### config.mk
export PLATFORM = sky130hd
export DESIGN_NAME = lrgd_div
export DESIGN_NICKNAME = d
export VERILOG_FILES = /design/src/hdl/lrgd_pkg.sv /design/src/hdl/lrgd_div.sv
export SDC_FILE = /design/constraint.sdc
export NUM_CORES = 1
export LEC_CHECK = 0
export ABC_AREA = 1
export BUFFER_PORTS_ARGS = -buffer_cell sky130_fd_sc_hd__buf_2
export CAP_MARGIN = 20
export CORE_MARGIN = 4
export CORE_UTILIZATION = 40
export CTS_CLUSTER_SIZE = 20
export DETAILED_ROUTE_END_ITERATION = 7
export GPL_TIMING_DRIVEN = 0
export MAX_ROUTING_LAYER = met4
export PLACE_DENSITY_LB_ADDON = 0.05
export SYNTH_ARGS = -nofsm -noshare
export SYNTH_HDL_FRONTEND = slang
export SYNTH_SLANG_ARGS = --single-unit
### constraint.sdc
create_clock -name clk -period 2 [get_ports clk]
set_input_delay 0.4 -clock clk [delete_from_list [all_inputs] [get_ports clk]]
set_output_delay 0.4 -clock clk [all_outputs]
set_load 0.01 [all_outputs]
### src/hdl/lrgd_pkg.sv
// ----------------------------------------------------------------------------
// lrgd_pkg: shared types and constants
// Fixed-point widths, register codes and saturation helpers for the
// gradient descent regression block.
// ----------------------------------------------------------------------------
`default_nettype none
package lrgd_pkg;

	localparam int DATA_W = 32;
	localparam int WIDE_W = 64;
	localparam int REG_W  = 16;
	localparam int COST_W = 31;
	localparam int FRAC_W = 16;

	localparam logic [REG_W-1:0] LR_RESET   = 16'd655;
	localparam logic [REG_W-1:0] ITER_RESET = 16'd1500;

	localparam logic signed [DATA_W-1:0] ONE_Q16 = 32'sh0001_0000;
	localparam logic signed [WIDE_W-1:0] Q_MAX   = 64'sh0000_0000_7FFF_FFFF;
	localparam logic signed [WIDE_W-1:0] Q_MIN   = -64'sh0000_0000_8000_0000;

	typedef enum logic {
		REG_LEARNING_RATE   = 1'b0,
		REG_ITERATION_COUNT = 1'b1
	} reg_index_t;

	function automatic logic sat32_hit(input logic signed [WIDE_W-1:0] v);
		return (v > Q_MAX) || (v < Q_MIN);
	endfunction

	function automatic logic signed [DATA_W-1:0] sat32(input logic signed [WIDE_W-1:0] v);
		logic signed [DATA_W-1:0] r;
		if (v > Q_MAX) begin
			r = Q_MAX[DATA_W-1:0];
		end else if (v < Q_MIN) begin
			r = Q_MIN[DATA_W-1:0];
		end else begin
			r = v[DATA_W-1:0];
		end
		return r;
	endfunction

endpackage
`default_nettype wire

### src/hdl/lrgd_div.sv
// ----------------------------------------------------------------------------
// lrgd_div: iterative unsigned divider
// Restoring division of a 64-bit dividend, one quotient bit per cycle.
// ----------------------------------------------------------------------------
`default_nettype none
module lrgd_div #(
	parameter int DIV_W = 12
) (
	input  wire logic                           clk,
	input  wire logic                           arst_n,
	input  wire logic                           start,
	input  wire logic [lrgd_pkg::WIDE_W-1:0]    dividend,
	input  wire logic [DIV_W-1:0]               divisor,
	output logic                                done,
	output logic [lrgd_pkg::WIDE_W-1:0]         quotient
);
	import lrgd_pkg::*;

	localparam int CNT_W = $clog2(WIDE_W);

	logic             busy_q;
	logic [CNT_W-1:0] cnt_q;
	logic [DIV_W-1:0] rem_q;
	logic [DIV_W-1:0] dvs_q;
	logic [DIV_W:0]   trial;
	logic             fits;

	assign trial = {rem_q, quotient[WIDE_W-1]};
	assign fits  = trial >= {1'b0, dvs_q};

	always_ff @(posedge clk or negedge arst_n) begin
		if (!arst_n) begin
			busy_q <= 1'b0;
			done   <= 1'b0;
			cnt_q  <= '0;
		end else begin
			done <= 1'b0;
			if (start) begin
				busy_q <= 1'b1;
				cnt_q  <= '0;
			end else if (busy_q) begin
				cnt_q <= cnt_q + 1'b1;
				if (cnt_q == CNT_W'(WIDE_W - 1)) begin
					busy_q <= 1'b0;
					done   <= 1'b1;
				end
			end
		end
	end

	always_ff @(posedge clk) begin
		if (start) begin
			quotient <= dividend;
			rem_q    <= '0;
			dvs_q    <= divisor;
		end else if (busy_q) begin
			rem_q    <= fits ? DIV_W'(trial - {1'b0, dvs_q}) : trial[DIV_W-1:0];
			quotient <= {quotient[WIDE_W-2:0], fits};
		end
	end
endmodule
`default_nettype wire

; ---- Yosys cells after proc, flatten, opt, wreduce, memory -nomap -nowiden
; Cells that the tools add are included.
[word_totals]
ff_bits = 96
[classes]
addsub = 2
magnitude_cmp = 1
eq_ne = 1
muxes = 11
reduce_logical = 1
[op_table]
columns = operator, count
row1 = 2-to-1 mux 64 bit, 2
row2 = >= comparator 13 x 12 -> 1 bit, 1
row3 = 2-to-1 mux 12 bit, 1
row4 = 2-to-1 mux 6 bit, 2
row5 = subtractor 12 bit, 1
row6 = adder 6 x 1 -> 6 bit (second input constant), 1
row7 = == test 6 bit (second input constant), 1
row8 = 2-to-1 mux 1 bit, 6
row9 = nonzero test 2 bit, 1

; ---- Longest topological paths before layout
; Gate-level depths: netlist of run 1.
[logic_depth]
word_depth = 4
depth_mapped = 12
ltp_nobuf = 12

; ---- Least setup slack after synthesis of run 1
; Ideal clock, no wire load.
[synth_path]
kind = register -> register
start = register busy_q
end = register quotient[0] (netlist name) (enable)
setup_time_ns = 0.419
arrival_time_ns = 1.765
setup_slack_ns = -0.184
path_stages_with_launch = 3
path_buffers = 0
cell_sequence = dfrtp_1 nor2_1 inv_1
[synth_between]
elab_chain_cells = 1
[synth_lines]
columns = element, line_no
row1 = start: declaration, lrgd_div.sv:21  ; logic busy_q;
row2 = start signal: assignment, lrgd_div.sv:33  ; busy_q <= 1'b0;
row3 = start signal: assignment, lrgd_div.sv:39  ; busy_q <= 1'b1;
row4 = start signal: assignment, lrgd_div.sv:44  ; busy_q <= 1'b0;
row5 = nonzero test 2 bit (no line), n/a
row6 = end signal: assignment, lrgd_div.sv:53  ; quotient <= dividend;
row7 = end signal: assignment, lrgd_div.sv:58  ; quotient <= {quotient[WIDE_W-2:0], fits};
row8 = end: declaration, lrgd_div.sv:15  ; output logic [lrgd_pkg::WIDE_W-1:0] quotient
; No other way between the ends.
; A chain may end at the register's enable or synchronous reset.

; ---- Worst setup path after layout of run 1
[layout_path]
start = register busy_q
end = register quotient[21] (netlist name) (enable)
; Same word-level chain as after synthesis.

==> results of run 1 <==
-- final cells by class --
type / count / area [sq um] / share of cell area, %
sequential: 96 / 2720 / 44.5
multi-input combinational: 387 / 1860 / 30.4
timing repair buffer: 145 / 746 / 12.2
clock buffer: 9 / 225 / 3.68
inverter: 56 / 218 / 3.56
tap: 143 / 179 / 2.92
buffer: 20 / 91.3 / 1.49
clock inverter: 7 / 71.3 / 1.17
timing repair inverter: 1 / 7.51 / 0.123
-- layout by cell type, fill, tap and decap left out, drive strengths merged --
| cell | synthesis | final |
|---|---|---|
| o21ai | 4 | 4 |
| clkinv | 1 | 3 |
| clkbuf | 15 | 24 |
| nand3b | 1 | 1 |
| dfxtp | 12 | 12 |
| dlygate4sd3 | 0 | 1 |
| a21oi | 6 | 6 |
| edfxtp | 76 | 76 |
| o221ai | 1 | 1 |
| dfrtp | 8 | 8 |
| nand3 | 29 | 29 |
| ha | 13 | 13 |
| inv | 55 | 55 |
| or2 | 1 | 1 |
| clkinvlp | 0 | 5 |
| a22o | 1 | 1 |
| nor3 | 3 | 3 |
| nand2 | 284 | 284 |
| bufinv | 0 | 1 |
| xnor2 | 4 | 4 |
| xor2 | 1 | 1 |
| buf | 5 | 149 |
| a21boi | 1 | 1 |
| nand4 | 15 | 15 |
| nor2 | 22 | 22 |
| fa | 1 | 1 |
-- state kept, by name (all words and copies together) (netlist names) --
register and flops:
dvs_q 12, rem_q 12, done 1, busy_q 1, quotient 64, cnt_q 6
-- metal layers --
layer | vias up | global-route usage, % | routed length (microns)
li1 | 2098 | - | -
met1 | 1851 | 22.3 | 5290
met2 | 87 | 29.8 | 6020
met3 | 14 | 2.79 | 529
met4 | 0 | 6.81 | 195
met5 | - | - | 0
-- final timing paths --
check / startpoint / end / slack (ps) / cells past startpoint
setup / recovery: busy_q$_DFF_PN0_ / quotient[21]$_DFFE_PP_ / 120 / 3
hold / removal: divisor[4] / dvs_q[4]$_DFFE_PP_ / 220 / 1
setup reg to reg: busy_q$_DFF_PN0_ / quotient[21]$_DFFE_PP_ / 120 / 3
hold reg to reg: rem_q[3]$_SDFFE_PP0P_ / rem_q[3]$_SDFFE_PP0P_ / 470 / 2
max in group asynchronous: arst_n / cnt_q[3]$_DFFE_PN0P_ / 1390 / 2
min in group asynchronous: arst_n / busy_q$_DFF_PN0_ / 430 / 2
-- power groups by stage --
stage / logic, mW / registers [mW] / clock network [mW]
after global routing: 2.06 / 2.61 / 1.86
after floorplan: 1.19 / 2.65 / 0
final: 1.81 / 2.58 / 1.73
after global placement: 1.74 / 2.60 / 0
after CTS: 1.76 / 2.57 / 1.77
after detailed placement: 1.76 / 2.61 / 0
-- what timing repair did --
| item | in CTS | in global routing |
|---|---|---|
| gates cloned | 1 | 0 |
| setup endpoints to repair | 33 | 24 |
| gates resized for setup | 0 | 12 |
| pin swaps | 0 | 1 |
| hold buffers | 1 | 0 |
| endpoints found under the hold margin | 8 | 0 |
-- synth_stat cells, drive strengths merged --
| master | number | area share (%) |
|---|---|---|
| clkinv | 1 | 0.078 |
| dfxtp | 12 | 5.0 |
| nand3b | 1 | 0.16 |
| xnor2 | 4 | 0.73 |
| o221ai | 1 | 0.18 |
| ha | 13 | 3.4 |
| nor2 | 22 | 2.0 |
| inv | 55 | 4.3 |
| nand3 | 29 | 3.8 |
| xor2 | 1 | 0.18 |
| dfrtp | 8 | 4.2 |
| buf | 5 | 0.73 |
| fa | 1 | 0.42 |
| a22o | 1 | 0.18 |
| nand4 | 15 | 1.9 |
| edfxtp | 76 | 47 |
| nor3 | 3 | 0.52 |
| a21oi | 6 | 0.86 |
| o21ai | 4 | 0.42 |
| or2 | 1 | 0.13 |
| nand2 | 284 | 22 |
| clkbuf | 15 | 1.2 |
| a21boi | 1 | 0.16 |
-- logic make-up after synthesis --
family                   share of synthesized area, %
AND/OR/NAND/NOR                                  30.8
adder cells (fa/ha/maj)                          3.79
XOR/XNOR                                        0.908
flip-flops                                       56.5
buffers and inverters                            6.25
AO/OA/AOI/OAI                                    1.79
-- critical path: cells and delay by family (launching register included) --
kind	cells	cell delay (ps)
and+or+nand+nor	1	310
buffers and inverters	2	820
DFF	1	460
==> results.json, run 1 <==
{
  "placedCellCount": 846,
  "yosys.cell_types.count": 34,
  "post_drt_wl_per_cell_microns": 13.9,
  "area.growth.synth_to_final_pct": 26.9,
  "worst_ir_drop_vdd_uv": 455,
  "first_pass_iters": 4,
  "max_stage_delay_ps": 480,
  "final_design_area_no_fill_sq_um": 6120,
  "drt_drc_violations_left": 0,
  "diodes_inserted": 0,
  "cts_max_level": 3,
  "max_slew.worst_pin.slew_ps": 580,
  "timing_worst_setup_path_type": "flop to flop",
  "power_switching_share_pct": 32.6,
  "core_box_area_sq_um": 11600,
  "grt_pass1_wl_microns": 19400,
  "share_comb_of_total_power_pct": 29.6,
  "path_cells": "nor2_4 > clkinvlp_4 > buf_12",
  "final_layout_worst_hold_slack_ps": 221,
  "grt_max_degree": 34,
  "tritoncts_buffers": 9,
  "drt_iter0_drc": 211,
  "fillers": 1164,
  "worstPathMaxFanout": 33,
  "die_height_microns": 118,
  "worstSkewPairLatency_ps": 350,
  "run_status": "complete, no violations",
  "worst_slew_margin_rel_pct": 61.3,
  "num_vias": 4050,
  "syn-instance-count": 559,
  "cts_post_setup_buffers_inserted": 0,
  "crit_required_ps": 2090,
  "detailed_place.area_sq_um": 5750,
  "synthesized_flop_and_latch_total": 96,
  "cts-root-to-sink-buffers": 2,
  "cts.root.buffer_cell": "clkbuf_16",
  "pwr_density_cell_nw_per_um2": 1000,
  "drtAntennaViolNets": 0,
  "layoutNonFillerInstCount": 864,
  "gpl.final_weighted_congestion": 0.905,
  "io_pins": 144,
  "period_minus_slack_ps": 1880,
  "hold_path_class": "input port to flop",
  "worst_setup_margin_ps": 121,
  "timing.final.max_slew_violations": 0,
  "setup.worst_path.start_class": "flop",
  "netlist_area_sq_um": 4820,
  "end_kind": "flop",
  "share_seq_of_total_power_pct": 42.2,
  "pre_cts_slack_ps": -321,
  "initial_utilization_pct": 41.5,
  "p_int_mw": 4.12,
  "synth_fp_nets": 652,
  "post_route_cells_drive_above_1_share_pct": 26.9,
  "power_frac_clock_pct": 28.2,
  "grt_remaining_overflow": 0,
  "numPortBuffers": 143,
  "grt_antenna_before_repair": 0,
  "finalCritPeriodShare_pct": 94.0,
  "cts.sink_count": 96,
  "max-cap-violations": 0,
  "all_layer_global_routing_usage_pct": 18.0,
  "place_hpwl_microns": 8830,
  "critPathArrivalTime_ps": 1970,
  "switching_power_mw": 1.99,
  "crit_path_top_delay_cell": "clkinvlp_4",
  "post-layout-total-power_mw": 6.12,
  "drt-vias-per-instance": 4.69,
  "routed_wirelength_microns": 12000,
  "power.static_leakage_nw": 3.14,
  "design.die.area_sq_um": 13900,
  "finalSetupTns_ps": 0,
  "chipWidth_microns": 118,
  "final_core_utilization_pct": 52.7,
  "yosysSeqAreaShare_pct": 56.5,
  "fin_nets": 809,
  "synth-warning-count": 0,
  "fin_worst_skew_ps": 8.09,
  "cts_tree": "done",
  "cts.reportedPaths.clkPinSlew_ps": 70,
  "num_rows": 39,
  "syn_area_per_cell_sq_um": 8.62,
  "setup-violations-final": 0,
  "max_freq_mhz": 532,
  "hold_viol_final": 0,
  "grt_pass1_vias": 3933
}
Power figures use the tool's default switching activity.
==> inputs of run 2 (changes only) <==
Settings changed: CORE_UTILIZATION 40 to 47, RECOVER_POWER from default to 25.
==> results.json, run 2 (synthesis results as in run 1) <==
{
  "grt_pass1_vias": 4085,
  "place_hpwl_microns": 8610,
  "mostFrequentLayoutCells": "nand2_1, buf_2, edfxtp_1, inv_1, clkbuf_1",
  "die_height_microns": 109,
  "hold_viol_final": 0,
  "cts_tree": "done",
  "crit_required_ps": 2300,
  "worst_setup_margin_ps": 144,
  "grt_pass1_wl_microns": 19000,
  "tritoncts_buffers": 9,
  "r2r_end": "rem_q[6]$_SDFFE_PP0P_",
  "design.die.area_sq_um": 11900,
  "rsz0062_at_grt": "no",
  "power.static_leakage_nw": 3.03,
  "path_cells": "inv_1 > ha_1 > fa_1 > inv_1 > nand3_1 > nand3_2 > nand2_1 > nand2_1 > nor2_1 > o21ai_1 > nand3_1 > nand2_1",
  "critPathArrivalTime_ps": 2160,
  "max-cap-violations": 0,
  "cts_max_level": 3,
  "num_rows": 36,
  "grt_antenna_before_repair": 0,
  "diodes_inserted": 0,
  "period_minus_slack_ps": 1860,
  "area.growth.synth_to_final_pct": 24.3,
  "worstSkewPairLatency_ps": 360,
  "grt_remaining_overflow": 0,
  "min_path_cells": 1,
  "r2r_start": "quotient[63]$_DFFE_PP_",
  "critical_path.startpoint": "quotient[63]$_DFFE_PP_",
  "initial_utilization_pct": 48.9,
  "fillers": 924,
  "gpl.final_weighted_congestion": 0.899,
  "worstRegToRegCells": 12,
  "critical-path-top-delay-family": "adder cells",
  "max_slew.worst_pin.slew_ps": 581,
  "min_to": "dvs_q[0]$_DFFE_PP_",
  "timing.critical_path.mode_cell": "nand2_1",
  "post_route_cells_drive_above_1_share_pct": 23.1,
  "detailed_place.area_sq_um": 5730,
  "drt-vias-per-instance": 4.81,
  "final_design_area_no_fill_sq_um": 5990,
  "pwr_density_cell_nw_per_um2": 942,
  "drt_drc_violations_left": 0,
  "cts.reportedPaths.clkPinSlew_ps": 90,
  "setup.worst_path.start_class": "flop",
  "io_pins": 144,
  "largest_register_ff_count": 64,
  "registers.top_by_ff_count": "quotient",
  "run_status": "complete, no violations",
  "worst_ir_drop_vdd_uv": 477,
  "all_layer_global_routing_usage_pct": 21.1,
  "max_stage_delay_ps": 410,
  "setup-violations-final": 0,
  "end_kind": "flop",
  "pre_cts_slack_ps": -188,
  "post_drt_wl_per_cell_microns": 13.5,
  "worstPathMaxFanout": 3,
  "timing_worst_setup_path_type": "flop to flop",
  "reg_top3": "quotient: 64 flops, dvs_q: 12 flops, rem_q: 12 flops",
  "drt_iter0_drc": 255,
  "cts-root-to-sink-buffers": 2,
  "cts.root.buffer_cell": "clkbuf_8",
  "drtAntennaViolNets": 0,
  "core_box_area_sq_um": 9860,
  "mostFrequentLayoutCell": "nand2_1",
  "num_vias": 4115,
  "max_freq_mhz": 539,
  "numPortBuffers": 143,
  "crit_path_top_delay_cell": "fa_1",
  "fin_worst_skew_ps": 12.5,
  "hold_path_class": "input port to flop",
  "post-layout-total-power_mw": 5.65,
  "first_pass_iters": 4,
  "finalCritPeriodShare_pct": 92.8,
  "fin_nets": 810,
  "chipWidth_microns": 109,
  "grt_max_degree": 42,
  "cts.sink_count": 96,
  "holdCritStartpoint": "divisor[0]",
  "timing.final.max_slew_violations": 0,
  "worst_slew_margin_rel_pct": 61.0,
  "critical_path_buf_inv_count": 2,
  "routed_wirelength_microns": 11600,
  "r2r_slack_ps": 140
}
run 2: timing repair:
item                       CTS  global route
hold buffers                 1             0
hold endpoints to repair     8             0
setup endpoints to repair    0            50
resized for setup            0            12
setup buffers                0             1
run 2: final cells by class:
type	count	area (sq um)	share of cell area, %
clock inverters	7	62.6	1.04
flip-flops and latches	96	2720	45.4
inverters	56	214	3.57
clock buffers	9	124	2.07
repair buffers	146	721	12.0
well taps	133	166	2.78
plain buffers	20	95.1	1.59
repair inverters	1	5.00	0.0835
multi-input cells	387	1880	31.4
run 2: how the worst max path moves through the flow:
stage	slack, ps	endpoint	depth (start not counted)
after floorplan	60	quotient[0]$_DFFE_PP_	2
after global placement	-720	quotient[39]$_DFFE_PP_	3
after detailed placement	-190	quotient[53]$_DFFE_PP_	6
after CTS	70	quotient[44]$_DFFE_PP_	3
after global routing	8	rem_q[5]$_SDFFE_PP0P_	12
final	140	rem_q[6]$_SDFFE_PP0P_	12
run 2: metal layers:
layer,up-vias,global-route usage [%],part of all wire (%)
li1,2102,-,-
met1,1898,27.6,45
met2,106,33.4,49
met3,9,5.03,4.7
met4,0,5.25,0.90
met5,-,-,0
run 2: through the flow:
stage	util, %	hold slack, ps	instances	setup TNS [ps]
2_1_floorplan	-	104	559	0
3_3_place_gp	57.9	250	835	-47870
3_5_place_dp	58.1	256	836	-6850
4_1_cts	60.1	189	853	0
5_1_grt	60.7	175	855	0
6_report	60.7	209	855	0
run 2: report_power, final:
group / switching, mW / leakage [nW] / internal, mW
registers: 0.173 / 1.03 / 2.42
clock network: 0.667 / 0.0901 / 0.566
logic: 1.06 / 1.91 / 0.757
==> inputs of run 3 (changes only) <==
Settings changed: PLACE_DENSITY_LB_ADDON 0.05 to 0.3.
==> results.json, run 3 (synthesis results as in run 1) <==
{
  "grt_pass1_vias": 4190,
  "finalSetupTns_ps": 0,
  "hold_viol_final": 0,
  "reg_top3": "quotient: 64 flops, dvs_q: 12 flops, rem_q: 12 flops",
  "end_kind": "flop",
  "area.growth.synth_to_final_pct": 23.2,
  "grt_antenna_before_repair": 0,
  "timing_worst_setup_path_type": "flop to flop",
  "grt_remaining_overflow": 0,
  "core_box_area_sq_um": 9860,
  "cts_tree": "done",
  "cts_max_level": 3,
  "fillers": 900,
  "numPortBuffers": 143,
  "crit_required_ps": 2120,
  "power.static_leakage_nw": 2.99,
  "cts.root.buffer_cell": "clkbuf_8",
  "mostFrequentLayoutCells": "nand2_1, buf_2, edfxtp_1, inv_1, clkbuf_1",
  "diodes_inserted": 0,
  "num_vias": 4195,
  "period_minus_slack_ps": 1880,
  "max_freq_mhz": 533,
  "fin_worst_skew_ps": 6.05,
  "gpl.final_weighted_congestion": 0.923,
  "grt_pass1_wl_microns": 19100,
  "r2r_slack_ps": 120,
  "worst_slew_margin_rel_pct": 64.9,
  "layout.area.seq_sq_um": 2720,
  "place_hpwl_microns": 8710,
  "io_pins": 144,
  "max-cap-violations": 0,
  "final_layout_worst_hold_slack_ps": 215,
  "cts.sink_count": 96,
  "finalCritPeriodShare_pct": 93.9,
  "timing.final.max_slew_violations": 0,
  "drt-vias-per-instance": 4.91,
  "num_rows": 36,
  "layoutNonFillerInstCount": 854,
  "worst_ir_drop_vdd_uv": 457,
  "setup-violations-final": 0,
  "setup.worst_path.start_class": "flop",
  "first_pass_iters": 7,
  "routed_wirelength_microns": 11700,
  "cts.reportedPaths.clkPinSlew_ps": 90,
  "hold_path_class": "input port to flop",
  "drtAntennaViolNets": 0,
  "final_core_utilization_pct": 60.2,
  "fin_nets": 809,
  "mostFrequentLayoutCell": "nand2_1",
  "chipWidth_microns": 109,
  "pwr_density_cell_nw_per_um2": 926,
  "grt_max_degree": 35,
  "run_status": "complete, no violations",
  "registers.top_by_ff_count": "quotient",
  "die_height_microns": 109,
  "placedCellCount": 836,
  "post_drt_wl_per_cell_microns": 13.8,
  "cts-root-to-sink-buffers": 2,
  "worstSkewPairLatency_ps": 350,
  "critPathArrivalTime_ps": 1990,
  "drt_drc_violations_left": 0,
  "rsz0062_at_grt": "no",
  "design.die.area_sq_um": 11900,
  "all_layer_global_routing_usage_pct": 21.3,
  "post-layout-total-power_mw": 5.50,
  "worstPathMaxFanout": 10,
  "cts_post_setup_buffers_inserted": 0,
  "drt_iter0_drc": 317,
  "tritoncts_buffers": 9,
  "multi_input_area_sq_um": 1870,
  "max_slew.worst_pin.slew_ps": 526,
  "initial_utilization_pct": 48.9,
  "largest_register_ff_count": 64,
  "post_route_cells_drive_above_1_share_pct": 22.7
}
==> run 3: through the flow <==
stage          cell area [sq um]  setup WS, ps
5_1_grt                     5940          1.79
2_1_floorplan               4830          59.1
4_1_cts                     5910          57.1
6_report                    5940           123
3_5_place_dp                5730          -242
3_3_place_gp                5710          -715
==> run 3: cell type report <==
class / count / area share [%]
Inverter: 56 / 3.60
Sequential cell: 96 / 45.8
Timing Repair inverter: 1 / 0.126
Timing Repair Buffer: 145 / 12.0
Buffer: 20 / 1.54
Clock buffer: 12 / 2.27
Multi-Input combinational cell: 387 / 31.5
Tap cell: 133 / 2.80
Clock inverter: 4 / 0.358
==> run 3: worst paths after layout <==
kind                                        startpoint                endpoint  cells past startpoint
worst max-delay path                dvs_q[8]$_DFFE_PP_   quotient[0]$_DFFE_PP_                     11
worst min-delay path                        divisor[9]      dvs_q[9]$_DFFE_PP_                      1
worst max register to register      dvs_q[8]$_DFFE_PP_   quotient[0]$_DFFE_PP_                     11
worst min register to register  rem_q[10]$_SDFFE_PP0P_  rem_q[10]$_SDFFE_PP0P_                      2
max in group asynchronous                       arst_n    cnt_q[5]$_DFFE_PN0P_                      2
min in group asynchronous                       arst_n    cnt_q[3]$_DFFE_PN0P_                      2
==> run 3: timing repair <==
action                     in CTS  in global routing
pin swaps                       0                  2
gates resized for setup         0                 11
hold buffers                    1                  0
gates cloned                    1                  0
hold endpoints to repair        8                  0
setup endpoints to repair      34                 27
==> run 3: power by group <==
group | internal [mW] | leakage, nW | total [mW] | switching [mW]
registers | 2.42 | 1.03 | 2.60 | 0.179
logic | 0.732 | 1.88 | 1.81 | 1.08
clock network | 0.446 | 0.0778 | 1.09 | 0.646
total | 3.60 | 2.99 | 5.50 | 1.91
==> run 3: routing by layer <==
| layer | GRT usage, % | routed length, microns | vias up |
|---|---|---|---|
| met2 | 34.3 | 5660 | 153 |
| met5 | - | 0 | - |
| li1 | - | - | 2101 |
| met3 | 5.09 | 780 | 25 |
| met1 | 26.8 | 5060 | 1916 |
| met4 | 6.59 | 257 | 0 |
==> run 3: critical path: stages (launching register included) <==
cell and delay, ps:
edfxtp_1 370, inv_1 100, ha_4 220, nand2_2 120, inv_1 50, nand2_1 60
nand2_1 100, a21oi_4 210, nand3_4 120, buf_6 170, nand2_1 70, nand2_1 60
